`src/sv/spgc_pkg.sv`:
```
// shared types and constants for the soft potentiometer gesture classifier
`timescale 1ns / 1ps

package spgc_pkg;

    // fixed field widths
    localparam int THR_BITS       = 10;
    localparam int HOLD_BITS      = 16;
    localparam int TIME_BITS      = 32;
    localparam int CFG_ADDR_BITS  = 2;
    localparam int CFG_DATA_BITS  = 16;

    // configuration register indexes
    localparam logic [CFG_ADDR_BITS-1:0] CFG_LOW_THRESHOLD = 2'd0;
    localparam logic [CFG_ADDR_BITS-1:0] CFG_MOVE_REGION   = 2'd1;
    localparam logic [CFG_ADDR_BITS-1:0] CFG_HOLD_TIME_MS  = 2'd2;

    // configuration reset values
    localparam logic [THR_BITS-1:0]  LOW_THRESHOLD_RST = 10'd5;
    localparam logic [THR_BITS-1:0]  MOVE_REGION_RST   = 10'd150;
    localparam logic [HOLD_BITS-1:0] HOLD_TIME_MS_RST  = 16'd2000;

    // item operation codes
    localparam logic OP_SAMPLE = 1'b0;
    localparam logic OP_FETCH  = 1'b1;

    // gesture kinds
    typedef enum logic [1:0] {
        KIND_NONE   = 2'd0,
        KIND_BUTTON = 2'd1,
        KIND_SWIPE  = 2'd2,
        KIND_RUB    = 2'd3
    } kind_t;

    // configuration register set
    typedef struct packed {
        logic [THR_BITS-1:0]  low_threshold;
        logic [THR_BITS-1:0]  move_region;
        logic [HOLD_BITS-1:0] hold_time_ms;
    } cfg_t;

endpackage

```
`src/sv/spgc_tracker.sv`:
```
// gesture state registers and the per-item update and snapshot logic
`timescale 1ns / 1ps

module spgc_tracker #(
    parameter int SAMPLE_BITS = 10
) (
    input  logic                           clk,
    input  logic                           rst_n,
    input  spgc_pkg::cfg_t                 cfg,
    input  logic                           step,
    input  logic                           op,
    input  logic [SAMPLE_BITS-1:0]         sample,
    input  logic [spgc_pkg::TIME_BITS-1:0] now_ms,
    output logic                           res_ready,
    output spgc_pkg::kind_t                res_kind,
    output logic [SAMPLE_BITS-1:0]         res_start,
    output logic [SAMPLE_BITS-1:0]         res_last,
    output logic [spgc_pkg::TIME_BITS-1:0] res_elapsed,
    output logic                           res_held
);
    import spgc_pkg::*;

    // compare width wide enough for samples and thresholds
    localparam int CW = (SAMPLE_BITS > THR_BITS) ? SAMPLE_BITS : THR_BITS;

    kind_t                  kind_reg,  kind_next;
    logic [SAMPLE_BITS-1:0] begin_reg, begin_next;
    logic [SAMPLE_BITS-1:0] end_reg,   end_next;
    logic [TIME_BITS-1:0]   start_reg, start_next;
    logic                   hold_reg,  hold_next;
    logic                   done_reg,  done_next;

    logic [SAMPLE_BITS:0]   diff;
    logic [SAMPLE_BITS-1:0] span;
    logic [CW-1:0]          v_ext;
    logic [CW-1:0]          thr_ext;
    logic                   above_thr;
    logic                   below_thr;
    logic                   far_away;
    logic                   same_dir;
    logic [TIME_BITS-1:0]   age;
    logic [TIME_BITS-1:0]   elapsed;

    // distance from start and threshold compares
    assign diff      = {1'b0, sample} - {1'b0, begin_reg};
    assign span      = diff[SAMPLE_BITS] ? SAMPLE_BITS'(-diff) : diff[SAMPLE_BITS-1:0];
    assign v_ext     = CW'(sample);
    assign thr_ext   = CW'(cfg.low_threshold);
    assign above_thr = v_ext > thr_ext;
    assign below_thr = v_ext < thr_ext;
    assign far_away  = CW'(span) > CW'(cfg.move_region);

    // reversal: new sample lies on the start side of the last movement
    assign same_dir = ((sample < end_reg) == (begin_reg < end_reg)) &&
                      ((sample > end_reg) == (begin_reg > end_reg));

    assign elapsed = now_ms - start_reg;

    // next state and result
    always_comb
    begin
        kind_next   = kind_reg;
        begin_next  = begin_reg;
        end_next    = end_reg;
        start_next  = start_reg;
        hold_next   = hold_reg;
        done_next   = done_reg;
        age         = '0;
        res_ready   = 1'b0;
        res_kind    = kind_reg;
        res_start   = begin_reg;
        res_last    = end_reg;
        res_elapsed = '0;
        res_held    = hold_reg;
        if (op == OP_SAMPLE)
        begin
            priority if ((done_reg || kind_reg == KIND_NONE) && above_thr)
            begin
                done_next  = 1'b0;
                begin_next = sample;
                end_next   = sample;
                kind_next  = KIND_BUTTON;
                start_next = now_ms;
                hold_next  = 1'b0;
            end
            else if (kind_reg != KIND_NONE && far_away && above_thr)
            begin
                if (kind_reg == KIND_BUTTON)
                begin
                    kind_next = KIND_SWIPE;
                end
                if (kind_next == KIND_SWIPE && !hold_reg && same_dir)
                begin
                    kind_next = KIND_RUB;
                end
                end_next = sample;
            end
            else if (kind_reg != KIND_NONE && below_thr)
            begin
                done_next = 1'b1;
            end
            else
            begin
                done_next = done_reg;
            end
            // hold check on the updated gesture
            age = now_ms - start_next;
            if (kind_next != KIND_NONE && !hold_next &&
                age > TIME_BITS'(cfg.hold_time_ms))
            begin
                hold_next = 1'b1;
                if (kind_next == KIND_RUB)
                begin
                    kind_next = KIND_SWIPE;
                end
            end
            res_ready = done_next || hold_next;
            res_kind  = kind_next;
            res_start = begin_next;
            res_last  = end_next;
            res_held  = hold_next;
        end
        else
        begin
            // snapshot before clearing a finished gesture
            res_elapsed = elapsed;
            if (done_reg)
            begin
                kind_next  = KIND_NONE;
                begin_next = '0;
                end_next   = '0;
                start_next = '0;
                hold_next  = 1'b0;
            end
            done_next = 1'b0;
        end
    end

    // gesture state
    always_ff @(posedge clk or negedge rst_n)
    begin
        if (!rst_n)
        begin
            kind_reg  <= KIND_NONE;
            begin_reg <= '0;
            end_reg   <= '0;
            start_reg <= '0;
            hold_reg  <= 1'b0;
            done_reg  <= 1'b0;
        end
        else if (step)
        begin
            kind_reg  <= kind_next;
            begin_reg <= begin_next;
            end_reg   <= end_next;
            start_reg <= start_next;
            hold_reg  <= hold_next;
            done_reg  <= done_next;
        end
    end

endmodule

```
`src/sv/soft_pot_gesture_classifier_core.sv`:
```
// top level: configuration registers, input and result registers, gesture tracker
//
// channel   direction  transfer when          content
// s_*       in         s_tvalid & s_tready    one sample or fetch item
// m_*       out        m_tvalid & m_tready    one result per item
// cfg_*     in         cfg_we                 register write, no read-back
//
// one item per cycle sustained while results are taken; each result passes through the input
// register, then the tracker logic, into the result register
// the gesture state update is a single compare-and-select pass in the tracker
// reset clears configuration to defaults, the gesture state and both valid flags
// a stalled result holds the pipeline; s_tready stays high while a slot is free
`timescale 1ns / 1ps

module soft_pot_gesture_classifier_core #(
    parameter int SAMPLE_BITS = 10
) (
    input  logic                               clk,
    input  logic                               rst_n,
    // configuration write port
    input  logic                               cfg_we,
    input  logic [spgc_pkg::CFG_ADDR_BITS-1:0] cfg_addr,
    input  logic [spgc_pkg::CFG_DATA_BITS-1:0] cfg_wdata,
    // input stream
    input  logic                               s_tvalid,
    output logic                               s_tready,
    // s_tdata: sample, now_ms, zero fill
    input  logic [((SAMPLE_BITS+32+7)/8)*8-1:0] s_tdata,
    // s_tuser: op
    input  logic                               s_tuser,
    // result stream
    output logic                               m_tvalid,
    input  logic                               m_tready,
    // m_tdata: ready_res, kind, start_value, last_value, elapsed_ms, held, zero fill
    output logic [((2*SAMPLE_BITS+36+7)/8)*8-1:0] m_tdata
);
    import spgc_pkg::*;

    localparam int OUT_BITS = 2 * SAMPLE_BITS + 36;
    localparam int OUT_W    = ((OUT_BITS + 7) / 8) * 8;

    cfg_t                   cfg_reg;
    logic                   in_valid_reg;
    logic                   in_op_reg;
    logic [SAMPLE_BITS-1:0] in_sample_reg;
    logic [TIME_BITS-1:0]   in_now_reg;
    logic                   out_valid_reg;
    logic [OUT_BITS-1:0]    out_data_reg;

    logic                   out_free;
    logic                   step;
    logic                   res_ready;
    kind_t                  res_kind;
    logic [SAMPLE_BITS-1:0] res_start;
    logic [SAMPLE_BITS-1:0] res_last;
    logic [TIME_BITS-1:0]   res_elapsed;
    logic                   res_held;

    // pipeline flow control
    assign out_free = !out_valid_reg || m_tready;
    assign step     = in_valid_reg && out_free;
    assign s_tready = !in_valid_reg || out_free;
    assign m_tvalid = out_valid_reg;
    assign m_tdata  = OUT_W'(out_data_reg);

    // configuration registers
    always_ff @(posedge clk or negedge rst_n)
    begin
        if (!rst_n)
        begin
            cfg_reg.low_threshold <= LOW_THRESHOLD_RST;
            cfg_reg.move_region   <= MOVE_REGION_RST;
            cfg_reg.hold_time_ms  <= HOLD_TIME_MS_RST;
        end
        else if (cfg_we)
        begin
            unique case (cfg_addr)
                CFG_LOW_THRESHOLD: cfg_reg.low_threshold <= cfg_wdata[THR_BITS-1:0];
                CFG_MOVE_REGION:   cfg_reg.move_region   <= cfg_wdata[THR_BITS-1:0];
                CFG_HOLD_TIME_MS:  cfg_reg.hold_time_ms  <= cfg_wdata[HOLD_BITS-1:0];
                default:           cfg_reg               <= cfg_reg;
            endcase
        end
    end

    // valid flags
    always_ff @(posedge clk or negedge rst_n)
    begin
        if (!rst_n)
        begin
            in_valid_reg  <= 1'b0;
            out_valid_reg <= 1'b0;
        end
        else
        begin
            if (s_tready)
            begin
                in_valid_reg <= s_tvalid;
            end
            if (out_free)
            begin
                out_valid_reg <= in_valid_reg;
            end
        end
    end

    // input and result payload
    always_ff @(posedge clk)
    begin
        if (s_tvalid && s_tready)
        begin
            in_op_reg     <= s_tuser;
            in_sample_reg <= s_tdata[SAMPLE_BITS-1:0];
            in_now_reg    <= s_tdata[SAMPLE_BITS +: TIME_BITS];
        end
        if (step)
        begin
            out_data_reg <= {res_held, res_elapsed, res_last, res_start, res_kind, res_ready};
        end
    end

    // gesture state and update
    spgc_tracker #(
        .SAMPLE_BITS (SAMPLE_BITS)
    ) u_tracker (
        .clk         (clk),
        .rst_n       (rst_n),
        .cfg         (cfg_reg),
        .step        (step),
        .op          (in_op_reg),
        .sample      (in_sample_reg),
        .now_ms      (in_now_reg),
        .res_ready   (res_ready),
        .res_kind    (res_kind),
        .res_start   (res_start),
        .res_last    (res_last),
        .res_elapsed (res_elapsed),
        .res_held    (res_held)
    );

endmodule

```
`config.mk`:
```
export PLATFORM = sky130hd
export DESIGN_NAME = soft_pot_gesture_classifier_core
export DESIGN_NICKNAME = d
export VERILOG_FILES = /design/src/sv/spgc_pkg.sv /design/src/sv/spgc_tracker.sv /design/src/sv/soft_pot_gesture_classifier_core.sv
export SDC_FILE = /design/constraint.sdc
export NUM_CORES = 1
export LEC_CHECK = 0
export BUFFER_PORTS_ARGS = -buffer_cell sky130_fd_sc_hd__buf_2
export CAP_MARGIN = 40
export CELL_PAD_IN_SITES_DETAIL_PLACEMENT = 1
export CELL_PAD_IN_SITES_GLOBAL_PLACEMENT = 1
export CORE_MARGIN = 2
export CORE_UTILIZATION = 44
export DETAILED_ROUTE_END_ITERATION = 6
export GPL_ROUTABILITY_DRIVEN = 0
export HOLD_SLACK_MARGIN = 0.06
export PLACE_DENSITY = 0.83
export SYNTH_ARGS = -nofsm -noshare
export SYNTH_HDL_FRONTEND = slang
export SYNTH_SLANG_ARGS = --single-unit
```
`constraint.sdc`:
```
create_clock -name clk -period 6.9 [get_ports clk]
set_input_delay 0.345 -clock clk [delete_from_list [all_inputs] [get_ports clk]]
set_output_delay 0.345 -clock clk [all_outputs]
set_load 0.1 [all_outputs]
```
After elaboration in Yosys (flattened, before gate mapping)
Cells that the tools add are included.

storage, ports and cells
  register bits = 193
  bits of input ports = 72
  output and inout port bits = 58
  word-level logic and storage cells = 102

cells by class
  add/sub/neg operators = 4
  order comparisons = 8
  equality and inequality tests = 8
  multiplexer cells = 38
  reduce and logical (&&, ||, !) cells = 27

operators by type and width
  kind                  count
  $mux W32              4
  $mux W10              9
  $sub A32 B32 Y32      2
  $gt A10 B10 Y1        4
  $gt A32 B16 Y1        1
  $lt A10 B10 Y1        3
  $mux W2               13
  $mux W1               12
  $logic_and A1 B1 Y1   11
  $sub A10 B10 Y11      1
  $neg A10 Y10          1
  $reduce_and A2 Y1     4
  $eq A2 B2 Y1 const B  3
  $eq A2 B1 Y1 const B  2
  $logic_not A1 Y1      4
  $logic_not A2 Y1      2
  $logic_or A1 B1 Y1    4
  $reduce_bool A2 Y1    2
  $eq A1 B1 Y1          2
  $ne A2 B1 Y1 const B  1

Depth between registers and ports, before layout
  depth after elaboration = 22
  gate-level depth with buffers = 31
  gate-level depth less buffers = 29

Hierarchy
A second synthesis with hierarchy kept.

second synthesis, totals
  cells, all modules = 1302
  area, all modules = 12742.2 um^2

modules (own cells, without submodules)
  module                            times used  cells each  area an instance (um^2)  sequential area each (um^2)
  spgc_tracker                      1           1117        8251.7                   1401.3
  soft_pot_gesture_classifier_core  1           185         4490.6                   3938.8

Worst setup path before layout
No wires, ideal clock.

  path type = register -> register
  start point = register in_sample_reg[4]
  end point = register out_data_reg[55], in the netlist m_tdata[55] (data pin)
  library setup time = 0.275 ns
  data arrival time = 5.754 ns
  required time = 6.625 ns
  setup slack = 0.871 ns
  cell stages (with the launch flop) = 31
  path buffers = 2
  period minus slack after synthesis = 6.029 ns
  path through = edfxtp_1 > ha_1 > and3_1 > o21ai_0 > a31oi_1 > o21ai_0 > clkbuf_1 > buf_2 > nor2_1 > a21oi_1 > ha_1 > nor2b_1 > o31a_1 > nor4_4 > or3b_1 > nand2_1 > a21oi_1 > nor2_1 > nor2_1 > xnor2_1 > ha_1 > nand4_1 > nor2_1 > a22o_1 > nor4_1 > a21oi_1 > nor4_1 > nand4b_1 > nand3b_1 > o41ai_2 > o22ai_1

between the ends
  cells in the longest elaborated chain, start to end = 15
  elaborated cells on any way between the ends = 31
  those cells by class = add/sub: 3; order compare: 5; eq/ne: 2; mux: 12; reduce/logical: 9

RTL lines
  item                                                                       line                                     RTL
  from (decl)                                                                soft_pot_gesture_classifier_core.sv:45   logic [SAMPLE_BITS-1:0] in_sample_reg;
  from (signal assigned)                                                     soft_pot_gesture_classifier_core.sv:113  in_sample_reg <= s_tdata[SAMPLE_BITS-1:0];
  parallel branches: the longest is 12 deep, another holds $sub A32 B32 Y32  -
  $mux W1 (*)                                                                spgc_tracker.sv:108                      if (kind_next != KIND_NONE && !hold_next &&
  $mux W1 (*) (2 in a row)                                                   spgc_tracker.sv:75                       if (op == OP_SAMPLE)
  net res_held                                                               soft_pot_gesture_classifier_core.sv:57   logic res_held;
  to (signal assigned)                                                       soft_pot_gesture_classifier_core.sv:118  out_data_reg <= {res_held, res_elapsed, res_last, res_start, res_kind, res_ready};
  to (decl)                                                                  soft_pot_gesture_classifier_core.sv:48   logic [OUT_BITS-1:0] out_data_reg;

Mark *: on every way through the listed nets, which the timed path passes. The select of a mux whose other input is x is not followed.
A chain may end at the register's enable or synchronous reset.

Worst setup path after layout
  start point = register in_sample_reg[2]
  end point = register out_data_reg[55], in the netlist m_tdata[55] (data pin)

The elaborated chain is that of the path after synthesis.

==> reports/summary.md <==
STA
- count of final max-slew check failures: 0
- Layout Skew: 0.0163 ns
- tightest hold margin: 0.0836 ns
- setup repair after global routing missed its margin: no
- worst slew margin relative to its limit: 40.8%
- f_max: 153 MHz
- part of the cycle the worst path needs: 94.5%
- minimum period implied by the final worst setup slack: 6.52 ns
- Worst Tran Pin Value: 0.884 ns
- setup TNS after final layout: 0 ns
- number of failing hold endpoints at the final stage: 0
- setup violation total in the final timing report: 0

Power
- overall power of the completed layout: 0.00704 W
- leakage component of the power: 6.65 nW
- cell area power density: 471 nW/um^2
- peak ir drop on the vdd network: 0.311 mV

Hold path
- end point of the most critical hold path: in_valid_reg
- startpoint of the tightest hold check path: s_tvalid
- hold-critical path depth: 2
- worst hold path type: input pin to flop

Critical path
- Worst Setup Start Kind: flop
- signal arrival time at the worst endpoint: 6.72 ns
- critical path fanouts, max: 7
- worst setup path class: flop to flop
- cell depth of the worst flop-to-flop path: 29
- register-to-register setup slack: 0.38 ns
- worst reg2reg endpoint: m_tdata[55]
- endpoint required time on the critical path: 7.10 ns
- Crit. End Element: flop
- stage delay of the slowest cell on the critical path: 0.54 ns
- launch instance of the worst register-to-register path: in_sample_reg[2]
- delay-heaviest family, CP: compound AO/OA/AOI/OAI gates
- Slowest-stage cell, CP: sky130_fd_sc_hd__edfxtp_1
- number of buffers and inverters on the critical path: 2

Global route
- GRT met2 Usage: 43.9%
- busiest layer in global routing: met2
- number of antenna violations at the first check in global routing: 0
- via count of the first global-routing pass: 11.2k
- global-route wire length before repair: 58,700 um
- Congestion Overflow GR: 0
- Total Routing Usage GR: 24.3%
- maximum number of pins on one net before global-route repair: 60
- met3 capacity usage during global routing: 3.67%
- met1 demand-to-capacity share in global routing: 29.7%

Synth
- cell types with the largest area share after synthesis: sky130_fd_sc_hd__edfxtp_1 23%, sky130_fd_sc_hd__dfrtp_1 16%, sky130_fd_sc_hd__ha_1 13%, sky130_fd_sc_hd__o21ai_0 4.2%, sky130_fd_sc_hd__nand2_1 3.7%
- #FFs+latches synth: 193
- number of flops mapped to enable cells by yosys: 99
- Top FF cell, synth: sky130_fd_sc_hd__edfxtp_1
- proportion of register bits with asynchronous set or reset after synthesis: 48.7%
- cell with the most instances after synthesis: sky130_fd_sc_hd__ha_1
- cell type with the largest total area after synthesis: sky130_fd_sc_hd__edfxtp_1
- average cell area after synthesis: 9.96 um^2
- top cell types by occurrence after synthesis: 131 x sky130_fd_sc_hd__ha_1, 126 x sky130_fd_sc_hd__nand2_1, 112 x sky130_fd_sc_hd__inv_1, 108 x sky130_fd_sc_hd__o21ai_0, 99 x sky130_fd_sc_hd__edfxtp_1
- Synth Instances: 1,278
- syn nets: 1,484
- post-synth top area share: 23.4%
- synthesized cell area: 12,700 um^2
- post-synthesis cell type count: 80
- yosys warns: 0
- Seq/Total Area, Yosys: 42.0%

Clocking
- clock tree from TritonCTS: built
- clock slew seen by the registers of the worst setup and hold paths: 0.08 ns
- number of sinks handled by clock tree synthesis: 193
- Clock Path Buffers: 2
- clock insertion delay at the later pin of the skew report: 0.47 ns
- PostCTS Resize Cnt: 0
- clock buffer count from CTS: 17
- buffer type at the clock tree root: sky130_fd_sc_hd__clkbuf_16
- number of levels in the clock H-tree: 4

Routing
- mean number of vias per cell: 5.62
- number of design-rule violations left by the first detailed-router iteration: 539
- total routed wirelength: 35,800 um
- iteration count of the initial detailed-routing pass: 5
- final routed wire length divided by cell count: 19.3 um
- number of remaining DRC errors: 0
- total vias in the final route: 10.4k
- antenna-violating nets left: 0

Final layout
- share of final-layout standard cells stronger than drive strength 1: 17.3%
- Inserted Diodes: 0
- Post-Layout Inst Area: 14,900 um^2
- synth-to-layout area growth: 17.3%
- Total Nets Final: 1,663
- Core Util, Final: 52.1%
- max FFs per register: 56

Run status
- run status: complete, no violations

Placed design
- placed cell area: 13,900 um^2
- Final HPWL DP: 26,100 um
- quantity of I/O buffers inserted on ports: 123

Floorplan
- row count: 62
- area of the die: 30,300 um^2
- Initial Utilization: 44.5%
- Vert. Die Dim: 174 um
- number of primary I/O pins: 130
- standard cell core area: 28,600 um^2
- width of the die: 174 um

Run
- max-capacitance violation count: 0

[power breakdown]
part / switching [W] / internal (W)
Sequential: 0.000175 / 0.00155
Combinational: 0.00271 / 0.00157
Clock: 0.000525 / 0.000510
[worst max path at each step]
stage | start | endpoint | slack [ns] | depth (start not counted)
2_1_floorplan | in_sample_reg[4] | m_tdata[55] | 0.87 | 30
3_3_place_gp | in_sample_reg[2] | m_tdata[55] | 0.53 | 28
3_5_place_dp | in_sample_reg[2] | m_tdata[55] | 0.42 | 28
4_1_cts | in_sample_reg[2] | m_tdata[55] | 0.37 | 28
5_1_grt | in_sample_reg[2] | m_tdata[55] | 0.02 | 26
6_report | in_sample_reg[2] | m_tdata[55] | 0.38 | 29
[cell usage in the layout, fill, tap and decap left out, types with 16 or more instances in the layout]
master and n:
sky130_fd_sc_hd__ha_1 131, sky130_fd_sc_hd__nand2_1 126, sky130_fd_sc_hd__buf_2 122, sky130_fd_sc_hd__inv_1 112, sky130_fd_sc_hd__o21ai_0 107, sky130_fd_sc_hd__edfxtp_1 99, sky130_fd_sc_hd__dfrtp_1 82, sky130_fd_sc_hd__a21oi_1 78
sky130_fd_sc_hd__nor2_1 67, sky130_fd_sc_hd__a21o_1 41, sky130_fd_sc_hd__dlygate4sd3_1 39, sky130_fd_sc_hd__xnor2_1 37, sky130_fd_sc_hd__mux2i_1 32, sky130_fd_sc_hd__buf_4 29, sky130_fd_sc_hd__mux2_2 28, sky130_fd_sc_hd__xor2_1 25
sky130_fd_sc_hd__a22o_1 24, sky130_fd_sc_hd__nor2b_1 18, sky130_fd_sc_hd__clkbuf_16 18, sky130_fd_sc_hd__nor3_1 16, sky130_fd_sc_hd__nand4_1 16
[cell families (layout without fill, tap and decap cells)]
family                   Yosys count  after routing  share of synthesized area [%]
AO/OA/AOI/OAI                    357            357                           18.3
buffers and inverters            143            335                           4.38
XOR/XNOR                          62             62                           4.27
multiplexers                      61             61                           5.10
flip-flops                       193            193                           42.0
adder cells (fa/ha/maj)          134            134                           13.4
AND/OR/NAND/NOR                  328            328                           12.6
[layout make-up]
class / instances / area, um^2
Fill cell: 3236 / 13700
Multi-Input combinational cell: 942 / 6850
Sequential cell: 193 / 5340
Timing Repair Buffer: 191 / 1230
Tap cell: 384 / 480
Clock buffer: 18 / 450
Inverter: 112 / 420
Clock inverter: 14 / 150
[metal layers]
layer	routed length (um)	vias to the layer above	share of wire (%)
met1	15600	5210	44
met2	18400	185	51
li1	-	4980	-
met4	886	0	2.5
met3	935	53	2.6
met5	0	-	0
[through the flow]
step | setup WS [ns] | std cells
final | 0.379 | 1854
after global routing | 0.0195 | 1854
after CTS | 0.372 | 1845
after detailed placement | 0.425 | 1776
after global placement | 0.535 | 1773
after floorplan | 0.871 | 1278
[repair_timing]
item,4_1_cts,5_1_grt
hold buffers,37,2
buffers inserted,0,7
endpoints found under the hold margin,75,2
setup endpoints to repair,0,2
Note: power is estimated with default switching activity, not from simulation.
